[src/hdl/dds_pkg.sv]
// Package for the decimal digit square root core: fixed field widths and the
// capped power-of-ten table that feeds the digit search.
// No dependencies.
`timescale 1ns / 1ps
`default_nettype none

package dds_pkg;

  // Field widths of the item and result channels.
  localparam int unsigned RAD_W  = 54;
  localparam int unsigned ROOT_W = 27;

  // A digit weight of 2^28 or more squares past any 54-bit remainder.
  localparam int unsigned TERM_W = 28;
  // Weights are held capped at 2^28, so they need one bit more than a term.
  localparam int unsigned WGT_W  = TERM_W + 1;
  // Running multiple of the weight; nine times the cap still fits.
  localparam int unsigned TACC_W = 32;
  // Index width of the power-of-ten table (positions 0 to 16).
  localparam int unsigned POW_IDX_W = 5;
  // (2*root + t) is below 2^29 and t below 2^28.
  localparam int unsigned SUM_W  = TERM_W + 1;
  localparam int unsigned PROD_W = SUM_W + TERM_W;

  localparam logic [WGT_W-1:0] WGT_CAP = WGT_W'(1) << TERM_W;
  localparam logic [3:0]       DIGIT_MAX = 4'd9;

  // Power of ten for a root digit position, capped at 2^28.
  function automatic logic [WGT_W-1:0] pow10_cap(input logic [POW_IDX_W-1:0] idx);
    logic [WGT_W-1:0] w;
    case (idx)
      5'd0:    w = WGT_W'(1);
      5'd1:    w = WGT_W'(10);
      5'd2:    w = WGT_W'(100);
      5'd3:    w = WGT_W'(1000);
      5'd4:    w = WGT_W'(10000);
      5'd5:    w = WGT_W'(100000);
      5'd6:    w = WGT_W'(1000000);
      5'd7:    w = WGT_W'(10000000);
      5'd8:    w = WGT_W'(100000000);
      default: w = WGT_CAP;
    endcase
    return w;
  endfunction

endpackage : dds_pkg

`default_nettype wire

[src/hdl/decimal_digit_square_root_core.sv]
// Decimal digit-by-digit square root core: sequencer, shared multiplier and
// compare, output register. Depends on dds_pkg.
//
//   channel | direction | ports                           | handshake
//   --------+-----------+---------------------------------+------------------
//   in      | input     | in_radicand[53:0]               | in_valid / in_stall
//   out     | output    | out_root[26:0], out_remainder   | out_valid / out_stall
//
// Each root digit tries d = 1, 2, ... through one multiplier, one trial issued
// per cycle with its compare in the cycle after, and stops at the first misfit;
// a nine ends the search with its last trial. An item computes
// N = INT_DIGITS + FRAC_DIGITS root digits.
// The input stalls from acceptance until the result moves into the output
// register; the output register holds a finished item while a new one runs.
// Reset is synchronous and active low and clears only control state.
`timescale 1ns / 1ps
`default_nettype none

module decimal_digit_square_root_core
  import dds_pkg::*;
#(
  parameter int unsigned INT_DIGITS  = 4,
  parameter int unsigned FRAC_DIGITS = 4
) (
  input  wire logic              clk,
  input  wire logic              rst_n,
  input  wire logic              in_valid,
  output logic                   in_stall,
  input  wire logic [RAD_W-1:0]  in_radicand,
  output logic                   out_valid,
  input  wire logic              out_stall,
  output logic [ROOT_W-1:0]      out_root,
  output logic [RAD_W-1:0]       out_remainder
);

  localparam int unsigned NUM_POS = INT_DIGITS + FRAC_DIGITS;
  localparam int unsigned POS_W   = (NUM_POS > 1) ? $clog2(NUM_POS) : 1;
  localparam logic [POS_W-1:0] POS_TOP = POS_W'(NUM_POS - 1);

  typedef enum logic [1:0] {
    ST_IDLE,
    ST_RUN,
    ST_DONE
  } state_t;

  state_t               state_r, state_nxt;
  logic [RAD_W-1:0]     rem_r, rem_nxt;
  logic [ROOT_W-1:0]    root_r, root_nxt;
  logic [POS_W-1:0]     pos_r, pos_nxt;
  logic [WGT_W-1:0]     wgt_r, wgt_nxt;
  logic [TACC_W-1:0]    tacc_r, tacc_nxt;
  logic [3:0]           dig_r, dig_nxt;
  logic                 pv_r, pv_nxt;
  logic [PROD_W-1:0]    prod_r, prod_nxt;
  logic [TERM_W-1:0]    pt_r, pt_nxt;
  logic                 pbig_r, pbig_nxt;
  logic                 plast_r, plast_nxt;
  logic [TERM_W-1:0]    best_t_r, best_t_nxt;
  logic [RAD_W-1:0]     best_term_r, best_term_nxt;
  logic                 out_valid_r, out_valid_nxt;
  logic [ROOT_W-1:0]    out_root_r, out_root_nxt;
  logic [RAD_W-1:0]     out_rem_r, out_rem_nxt;

  logic                 fits;
  logic                 digit_end;
  logic [TERM_W-1:0]    sel_t;
  logic [RAD_W-1:0]     sel_term;
  logic [SUM_W-1:0]     mul_a;
  logic [PROD_W-1:0]    mul_p;
  logic [WGT_W-1:0]     wgt_top;
  logic [WGT_W-1:0]     wgt_down;

  // Shared multiplier: (2*root + t) * t on the trial being issued.
  assign mul_a = {1'b0, root_r, 1'b0} + SUM_W'(tacc_r[TERM_W-1:0]);
  assign mul_p = PROD_W'(mul_a) * PROD_W'(tacc_r[TERM_W-1:0]);

  // Compare stage on the registered product of the previous trial.
  assign fits      = pv_r && !pbig_r && (prod_r <= PROD_W'(rem_r));
  assign digit_end = pv_r && (!fits || plast_r);
  assign sel_t     = fits ? pt_r : best_t_r;
  assign sel_term  = fits ? prod_r[RAD_W-1:0] : best_term_r;

  // Weights of the first position and of the next lower one.
  assign wgt_top  = pow10_cap(POW_IDX_W'(POS_TOP));
  assign wgt_down = pow10_cap(POW_IDX_W'(pos_r - POS_W'(1)));

  // Sequencer next-state logic.
  always_comb begin
    state_nxt     = state_r;
    rem_nxt       = rem_r;
    root_nxt      = root_r;
    pos_nxt       = pos_r;
    wgt_nxt       = wgt_r;
    tacc_nxt      = tacc_r;
    dig_nxt       = dig_r;
    pv_nxt        = pv_r;
    prod_nxt      = prod_r;
    pt_nxt        = pt_r;
    pbig_nxt      = pbig_r;
    plast_nxt     = plast_r;
    best_t_nxt    = best_t_r;
    best_term_nxt = best_term_r;
    out_valid_nxt = out_valid_r;
    out_root_nxt  = out_root_r;
    out_rem_nxt   = out_rem_r;

    // The output register empties when its item is taken.
    if (out_valid_r && !out_stall) begin
      out_valid_nxt = 1'b0;
    end

    case (state_r)
      ST_IDLE: begin
        if (in_valid) begin
          rem_nxt       = in_radicand;
          root_nxt      = '0;
          pos_nxt       = POS_TOP;
          wgt_nxt       = wgt_top;
          tacc_nxt      = TACC_W'(wgt_top);
          dig_nxt       = 4'd1;
          pv_nxt        = 1'b0;
          best_t_nxt    = '0;
          best_term_nxt = '0;
          state_nxt     = ST_RUN;
        end
      end

      ST_RUN: begin
        // Remember the largest trial that still fits.
        if (fits) begin
          best_t_nxt    = pt_r;
          best_term_nxt = prod_r[RAD_W-1:0];
        end
        if (digit_end) begin
          // Commit the digit and move to the next lower position, or finish after the last.
          rem_nxt  = rem_r - sel_term;
          root_nxt = root_r + ROOT_W'(sel_t);
          pv_nxt   = 1'b0;
          if (pos_r == '0) begin
            state_nxt = ST_DONE;
          end else begin
            pos_nxt       = pos_r - POS_W'(1);
            wgt_nxt       = wgt_down;
            tacc_nxt      = TACC_W'(wgt_down);
            dig_nxt       = 4'd1;
            best_t_nxt    = '0;
            best_term_nxt = '0;
          end
        end else if (dig_r != 4'd0) begin
          // Issue the next trial digit while the last one is compared.
          prod_nxt  = mul_p;
          pt_nxt    = tacc_r[TERM_W-1:0];
          pbig_nxt  = (tacc_r[TACC_W-1:TERM_W] != '0);
          plast_nxt = (dig_r == DIGIT_MAX);
          pv_nxt    = 1'b1;
          tacc_nxt  = tacc_r + TACC_W'(wgt_r);
          dig_nxt   = (dig_r == DIGIT_MAX) ? 4'd0 : dig_r + 4'd1;
        end else begin
          pv_nxt = 1'b0;
        end
      end

      ST_DONE: begin
        // Move the result out once the output register is free.
        if (!out_valid_r || !out_stall) begin
          out_valid_nxt = 1'b1;
          out_root_nxt  = root_r;
          out_rem_nxt   = rem_r;
          state_nxt     = ST_IDLE;
        end
      end

      default: begin
        state_nxt = ST_IDLE;
      end
    endcase
  end

  // State, datapath and output registers.
  always_ff @(posedge clk) begin
    if (!rst_n) begin
      state_r     <= ST_IDLE;
      pv_r        <= 1'b0;
      dig_r       <= 4'd0;
      out_valid_r <= 1'b0;
    end else begin
      state_r     <= state_nxt;
      pv_r        <= pv_nxt;
      dig_r       <= dig_nxt;
      out_valid_r <= out_valid_nxt;
    end
    rem_r       <= rem_nxt;
    root_r      <= root_nxt;
    pos_r       <= pos_nxt;
    wgt_r       <= wgt_nxt;
    tacc_r      <= tacc_nxt;
    prod_r      <= prod_nxt;
    pt_r        <= pt_nxt;
    pbig_r      <= pbig_nxt;
    plast_r     <= plast_nxt;
    best_t_r    <= best_t_nxt;
    best_term_r <= best_term_nxt;
    out_root_r  <= out_root_nxt;
    out_rem_r   <= out_rem_nxt;
  end

  assign in_stall      = (state_r != ST_IDLE);
  assign out_valid     = out_valid_r;
  assign out_root      = out_root_r;
  assign out_remainder = out_rem_r;

  // A committed term never exceeds the remainder it is taken from.
  a_term_le_rem: assert property (@(posedge clk) disable iff (!rst_n)
    (state_r == ST_RUN && digit_end) |-> (PROD_W'(sel_term) <= PROD_W'(rem_r)))
    else $error("committed term exceeds remainder");

  // The trial digit counter stays within one to nine, or zero when spent.
  a_dig_range: assert property (@(posedge clk) disable iff (!rst_n)
    (state_r == ST_RUN) |-> (dig_r <= DIGIT_MAX))
    else $error("trial digit out of range");

  // An accepted item starts a search and cannot produce a result at once.
  a_accept_runs: assert property (@(posedge clk) disable iff (!rst_n)
    (in_valid && !in_stall) |=> (state_r == ST_RUN && !$rose(out_valid)))
    else $error("accepted item did not start a search");

  // A trial in the compare stage was issued in the run state.
  a_pv_run: assert property (@(posedge clk) disable iff (!rst_n)
    pv_r |-> $past(state_r == ST_RUN))
    else $error("trial in compare stage outside a search");

endmodule : decimal_digit_square_root_core

`default_nettype wire

[config.mk]
export PLATFORM = sky130hd
export DESIGN_NAME = decimal_digit_square_root_core
export DESIGN_NICKNAME = d
export VERILOG_FILES = /design/src/hdl/dds_pkg.sv /design/src/hdl/decimal_digit_square_root_core.sv
export SDC_FILE = /design/constraint.sdc
export NUM_CORES = 2
export LEC_CHECK = 0
export ABC_CLOCK_PERIOD_IN_PS = 16200
export BUFFER_PORTS_ARGS = -buffer_cell sky130_fd_sc_hd__buf_2
export CAP_MARGIN = 0
export CORE_MARGIN = 2
export CORE_UTILIZATION = 55
export DETAILED_ROUTE_END_ITERATION = 8
export MAX_ROUTING_LAYER = met4
export PLACE_DENSITY_LB_ADDON = 0.15
export SYNTH_ARGS = -nofsm -noshare
export SYNTH_HDL_FRONTEND = slang
export SYNTH_SLANG_ARGS = --single-unit
[constraint.sdc]
create_clock -name clk -period 16.2 [get_ports clk]
set_input_delay 3.24 -clock clk [delete_from_list [all_inputs] [get_ports clk]]
set_output_delay 3.24 -clock clk [all_outputs]
set_load 0.1 [all_outputs]
# Word-level counts from Yosys, hierarchy flattened
# Memories as Yosys holds them, arrays and structs flattened.
# Index checks and enable logic that the tools add are counted.
word_totals:
  register_bits: 403
  mem_bits_ro: 416
  inputBits: 58
  elab_cells: 109
  n_memories: 1
classes:
  n_addsub: 7
  multipliers: 1
  order_cmp: 1
  eq_ne: 10
  muxes: 48
  bitwise: 1
  n_reduce_logical: 23
memory_table:
  columns: ["memory", "depth", "word_bits", "read_ports", "rd_ports_with_merged_regs", "write_ports", "line_no", "text"]
  rows:
  - ["(name not given)", 16, 26, 1, 0, 0, "dds_pkg.sv:31", "case (idx)"]
ops:
  columns: ["operator", "count"]
  rows:
  - ["2-to-1 mux 54 bit", 6]
  - ["case mux 54 bit (2 select lines)", 2]
  - ["2-to-1 mux 32 bit", 4]
  - ["2-to-1 mux 29 bit", 4]
  - ["2-to-1 mux 28 bit", 4]
  - ["case mux 32 bit (2 select lines)", 1]
  - ["case mux 29 bit (2 select lines)", 1]
  - ["less-or-equal comparator 57 x 54 -> 1 bit", 1]
  - ["multiplier 29 x 28 -> 57 bit", 1]
  - ["case mux 28 bit (2 select lines)", 1]
  - ["2-to-1 mux 27 bit", 2]
  - ["case mux 27 bit (2 select lines)", 1]
  - ["subtractor 54 bit", 1]
  - ["adder 32 x 29 -> 32 bit", 1]
  - ["adder 28 x 28 -> 29 bit", 1]
  - ["adder 27 bit", 1]
  - ["2-to-1 mux 4 bit", 5]
  - ["AND reduction 4 bit", 3]
  - ["inequality test 2 bit, second input constant", 5]
  - ["2-to-1 mux 3 bit", 3]
  - ["2-to-1 mux 2 bit", 4]
  - ["case mux 4 bit (2 select lines)", 1]
  - ["nonzero test 4 bit", 2]
  - ["2-to-1 mux 1 bit", 6]
  - ["19 further kinds", 30]

# Depth between registers and ports, before layout
depth:
  ltp_word: 8
  mapped_depth: 40

# Worst setup path before layout
# OpenSTA, ideal clock, no wires.
synth_timing:
  kind: "register -> register"
  startpoint: "register tacc_r[1]"
  endpoint: "register prod_r[50] (data pin)"
  t_arrival_ns: 8.824
  slack_ns: 7.114
  stages_incl_launch_ff: 38
  path_cell_list: "edfxtp_1 > ha_1 > inv_1 > fa_1 > nor2b_1 > o2111ai_1 > a221o_1 > nand3_1 > and2_1 > o21a_1 > a31oi_1 > xnor2_1 > clkbuf_1 > nand2_1 > fa_1 > inv_1 > fa_1 > inv_1 > (+2 left out) > inv_1 > fa_1 > fa_1 > inv_1 > fa_1 > inv_1 > ha_1 > buf_6 > a2111o_1 > a31oi_1 > o21ai_1 > a41oi_2 > a21oi_1 > or2_4 > a41oi_2 > nor2b_2 > a2111oi_4 > xnor2_1"
synth_between:
  elab_chain_len: 2
synth_lines:
  columns: ["element", "line_no", "text"]
  rows:
  - ["start, declared", "decimal_digit_square_root_core.sv:51", "logic [TACC_W-1:0] tacc_r, tacc_nxt;"]
  - ["start signal, assigned", "decimal_digit_square_root_core.sv:196", "tacc_r <= tacc_nxt;"]
  - ["adder 28 x 28 -> 29 bit", "decimal_digit_square_root_core.sv:74", "assign mul_a = {1'b0, root_r, 1'b0} + SUM_W'(tacc_r[TERM_W-1:0]);"]
  - ["multiplier 29 x 28 -> 57 bit (*)", "decimal_digit_square_root_core.sv:75", "assign mul_p = PROD_W'(mul_a) * PROD_W'(tacc_r[TERM_W-1:0]);"]
  - ["net mul_p[50]", "decimal_digit_square_root_core.sv:69", "logic [PROD_W-1:0] mul_p;"]
  - ["end signal, assigned", "decimal_digit_square_root_core.sv:197", "prod_r <= prod_nxt;"]
  - ["end, declared", "decimal_digit_square_root_core.sv:54", "logic [PROD_W-1:0] prod_r, prod_nxt;"]
# Mark *: on every way through the listed nets, which the timed path passes. The rest lies on a longest branch.
# A chain may end at the register's enable or synchronous reset.

# Worst setup path in the final report
layout_timing:
  startpoint: "register tacc_r[1]"
  endpoint: "register prod_r[55] (data pin)"
# Same word-level chain as after synthesis.

==> impl_results.md <==
* Status: finished, final reports clean
* Minimum clock period at a little over 10000 ps
* DR vias at approximately 36000
* Cts bufs inserted at 44
* RR Endpoint: prod_r[55]$_DFFE_PP_
* I/O Buffers at 140
* Multi-input gate area at between 0.03 and 0.04 mm2
* Grt ovf at 0
* CP max-delay cell: fa_1
* Die extent in y at about 300 um
* Clk buf depth at 3
* Worst hold endpoint: out_remainder[53]$_DFFE_PP_
* CTS Sinks at slightly below 400
* Clock latency at the later pin of the worst-skew pair at just over 600 ps
* Effective utilization at floorplan at 0.555
* Placed inst area at 0.0510 mm2
* Post-Syn Area at 0.0490 mm2
* Flop and latch count out of synthesis at slightly below 400
* Seq/Total Area, Yosys at 0.236
* Worst-path clk slew at roughly 60 ps
* Element type at the critical path end: flop
* Area contributors post-synth: fa_1 29%, edfxtp_1 23%, ha_1 10%
* Die area at 0.0914 mm2
* Setup-failing EPs final at 0
* FP Rows at roughly 110
* Type of the most critical hold path: reg2reg
* Root Driver: clkbuf_16
* Crit Path Category: reg2reg
* Initial antenna violation count at 4
* Hold_buf cts at 0
* Most common cell after layout, fill and taps aside: inv_1
* Post-synthesis xor/xnor area fraction at 0.0291
* Simple-gate share of the synthesized area at 0.150
* IO Count at between 100 and 150
* Post-synth ARST share at 0
* Reg-to-reg setup timing slack at roughly 6000 ps
* Layout cells sized above 1 at 0.0716
* CTS resizes at 0
* Setup repair after global routing missed its margin: false
* GPL Wtd Cong at around 0.95
* Wirelength, routed at roughly 140 mm
* Max_cap viols at 0
* TritonCTS clock tree: done
* First-pass GRT wire length at 213 mm
* Core box area at just under 0.09 mm2
* Setup TNS at 0 ps
* Layout Cells excl Fill at ~6300
* Achievable clock frequency at ~0.096 GHz
* Unique cell type count in the Yosys netlist at between 90 and 100
* Hpwl dp at about 100 mm
* Final Hold Vio Count at 0
* Number of flops mapped to enable cells by yosys at 380
* Startpoint types: flop
* Reg area at 0.0116 mm2
* Slew @ Worst Pin at approximately 1300 ps
* Largest net degree at the start of global routing at between 90 and 100
* Relative slew slack at 0.101
* Slew Viols, Final at 0
* Crit share post-route at 0.640
* Drt initial violations at ~2900
* H-tree depth at 2
* Largest family of logic cells by synthesized area: adder cells
* Clk_skew at slightly above 70 ps
* Post-DRT Antenna Nets at 0
* Worst Hold Launch: rem_r[53]$_DFFE_PP_
* Nets at 6217
* Max incr delay on CP at between 500 and 600 ps
* FF-to-FF Start: tacc_r[1]$_SDFFCE_PN0P_
* Placed Instances at a little over 6000
* DRC viols at 0
* Mux contribution to synthesized area at 0.0184
* Die X at a little over 300 um
* Critical Path RT at 16500 ps
* Crit Path Max Fanout at 30
* Post-synth top area share at 0.288
* Design area at around 0.052 mm2
* Via-to-Cell Ratio at 5.74
* Post-DR wirelength/cell at between 20 and 25 um
* CP arrival at 10670 ps
* Fraction of the mapped netlist area in compound gates at 0.0889
* Post-synth top area cell: fa_1
* Total GRT Usage at 0.316
* R2R cell count at 38
* Post-Syn Nets at ~6200
* Drt first pass iters at 6
* Layout area overhead at 7.21%
* Most frequent cells in the layout: 896 x inv_1, 704 x fa_1, 574 x nand2_1
* Most used DFF post-synth: edfxtp_1
* CP dominant cell by count: fa_1
* Avg Cell Area, Syn at approximately 9.8 um2
* Synth warn at 0
* Fill cells at 7618
* Min-Delay Path Depth at 0
* Adder-cell share of the synthesized area at 0.391
* Mapped Cells at ~5000
* Post-CTS Setup Bufs at 0
* Number of global-route vias before repair at 36668
==> registers in the layout, summed over array words and instances (netlist names) <==
signal and flops:
dig_r 4, pt_r 26, prod_r 57, state_r 2
pbig_r 1, plast_r 1, root_r 27, best_term_r 54
out_valid 1, pos_r 3, best_t_r 27, tacc_r 32
rem_r 54, out_remainder 54, wgt_r 17, out_root 27
pv_r 1
==> cell type report <==
type                       instances  area share
clock inverter                    26     0.00627
clock buffer                      52      0.0216
tap                             1165      0.0278
antenna                            3    0.000143
inverter                         897      0.0642
timing repair buffer             212      0.0237
multi-input combinational       3508       0.636
sequential                       388       0.220
==> kinds of logic after synthesis <==
| kind of cell | Yosys count |
|---|---|
| buffers and inverters | 1106 |
| and+or+nand+nor | 1482 |
| xor gates and xnor gates | 162 |
| DFF | 388 |
| muxes | 87 |
| AOI/OAI and AO/OA | 669 |
| adders and majority gates | 1108 |
==> worst max-delay path: cells and delay by family (launching register included) <==
family / cells / cell delay, ps
compound gates: 13 / 3080
fa+ha+maj: 10 / 4590
buf+inv: 9 / 990
simple gates: 4 / 770
xor+xnor: 2 / 250
flops: 1 / 320
==> how the worst max path moves through the flow <==
stage,start,end,slack (ps),depth (start not counted)
4_1_cts,tacc_r[1]$_SDFFCE_PN0P_,prod_r[55]$_DFFE_PP_,5920,38
3_3_place_gp,tacc_r[1]$_SDFFCE_PN0P_,prod_r[55]$_DFFE_PP_,6150,38
5_1_grt,tacc_r[1]$_SDFFCE_PN0P_,prod_r[55]$_DFFE_PP_,5400,38
6_report,tacc_r[1]$_SDFFCE_PN0P_,prod_r[55]$_DFFE_PP_,5830,38
3_5_place_dp,tacc_r[1]$_SDFFCE_PN0P_,prod_r[55]$_DFFE_PP_,5990,38
2_1_floorplan,tacc_r[1]$_SDFFCE_PN0P_,prod_r[50]$_DFFE_PP_,7110,37
==> routing by layer <==
metal | part of all wire | vias up | global-route usage | routed length [um]
li1 | - | 16126 | - | -
met1 | 0.43 | 18170 | 0.426 | 58700
met2 | 0.47 | 1343 | 0.505 | 63900
met3 | 0.077 | 239 | 0.0443 | 10500
met4 | 0.028 | 0 | 0.0853 | 3770
met5 | 0 | - | - | 0
==> through the flow <==
step / setup slack (ps) / hold WS, ps / util
global route: 5400 / 498 / 0.595
global placement: 6150 / 434 / 0.578
CTS: 5920 / 469 / 0.595
finish: 5830 / 468 / 0.595
floorplan: 7110 / 426 / -
detailed placement: 5990 / 454 / 0.578
==> Yosys cell counts (all sizes together), types with 23 or more instances <==
master,count
a31oi,25
mux2,24
buf,28
and3,40
and2,360
o21bai,23
mux2i,63
a21oi,190
nor3,35
nand3,54
a21o,104
o21a,30
xnor2,98
nand2,576
xor2,64
nor2,189
edfxtp,380
nand2b,57
o21ai,160
nor2b,78
clkbuf,181
inv,897
fa,704
nand4,29
ha,404
Power is left out: the tool's default activity adds up to more than one toggle a clock period on the data nets, which glitch-free logic cannot reach.
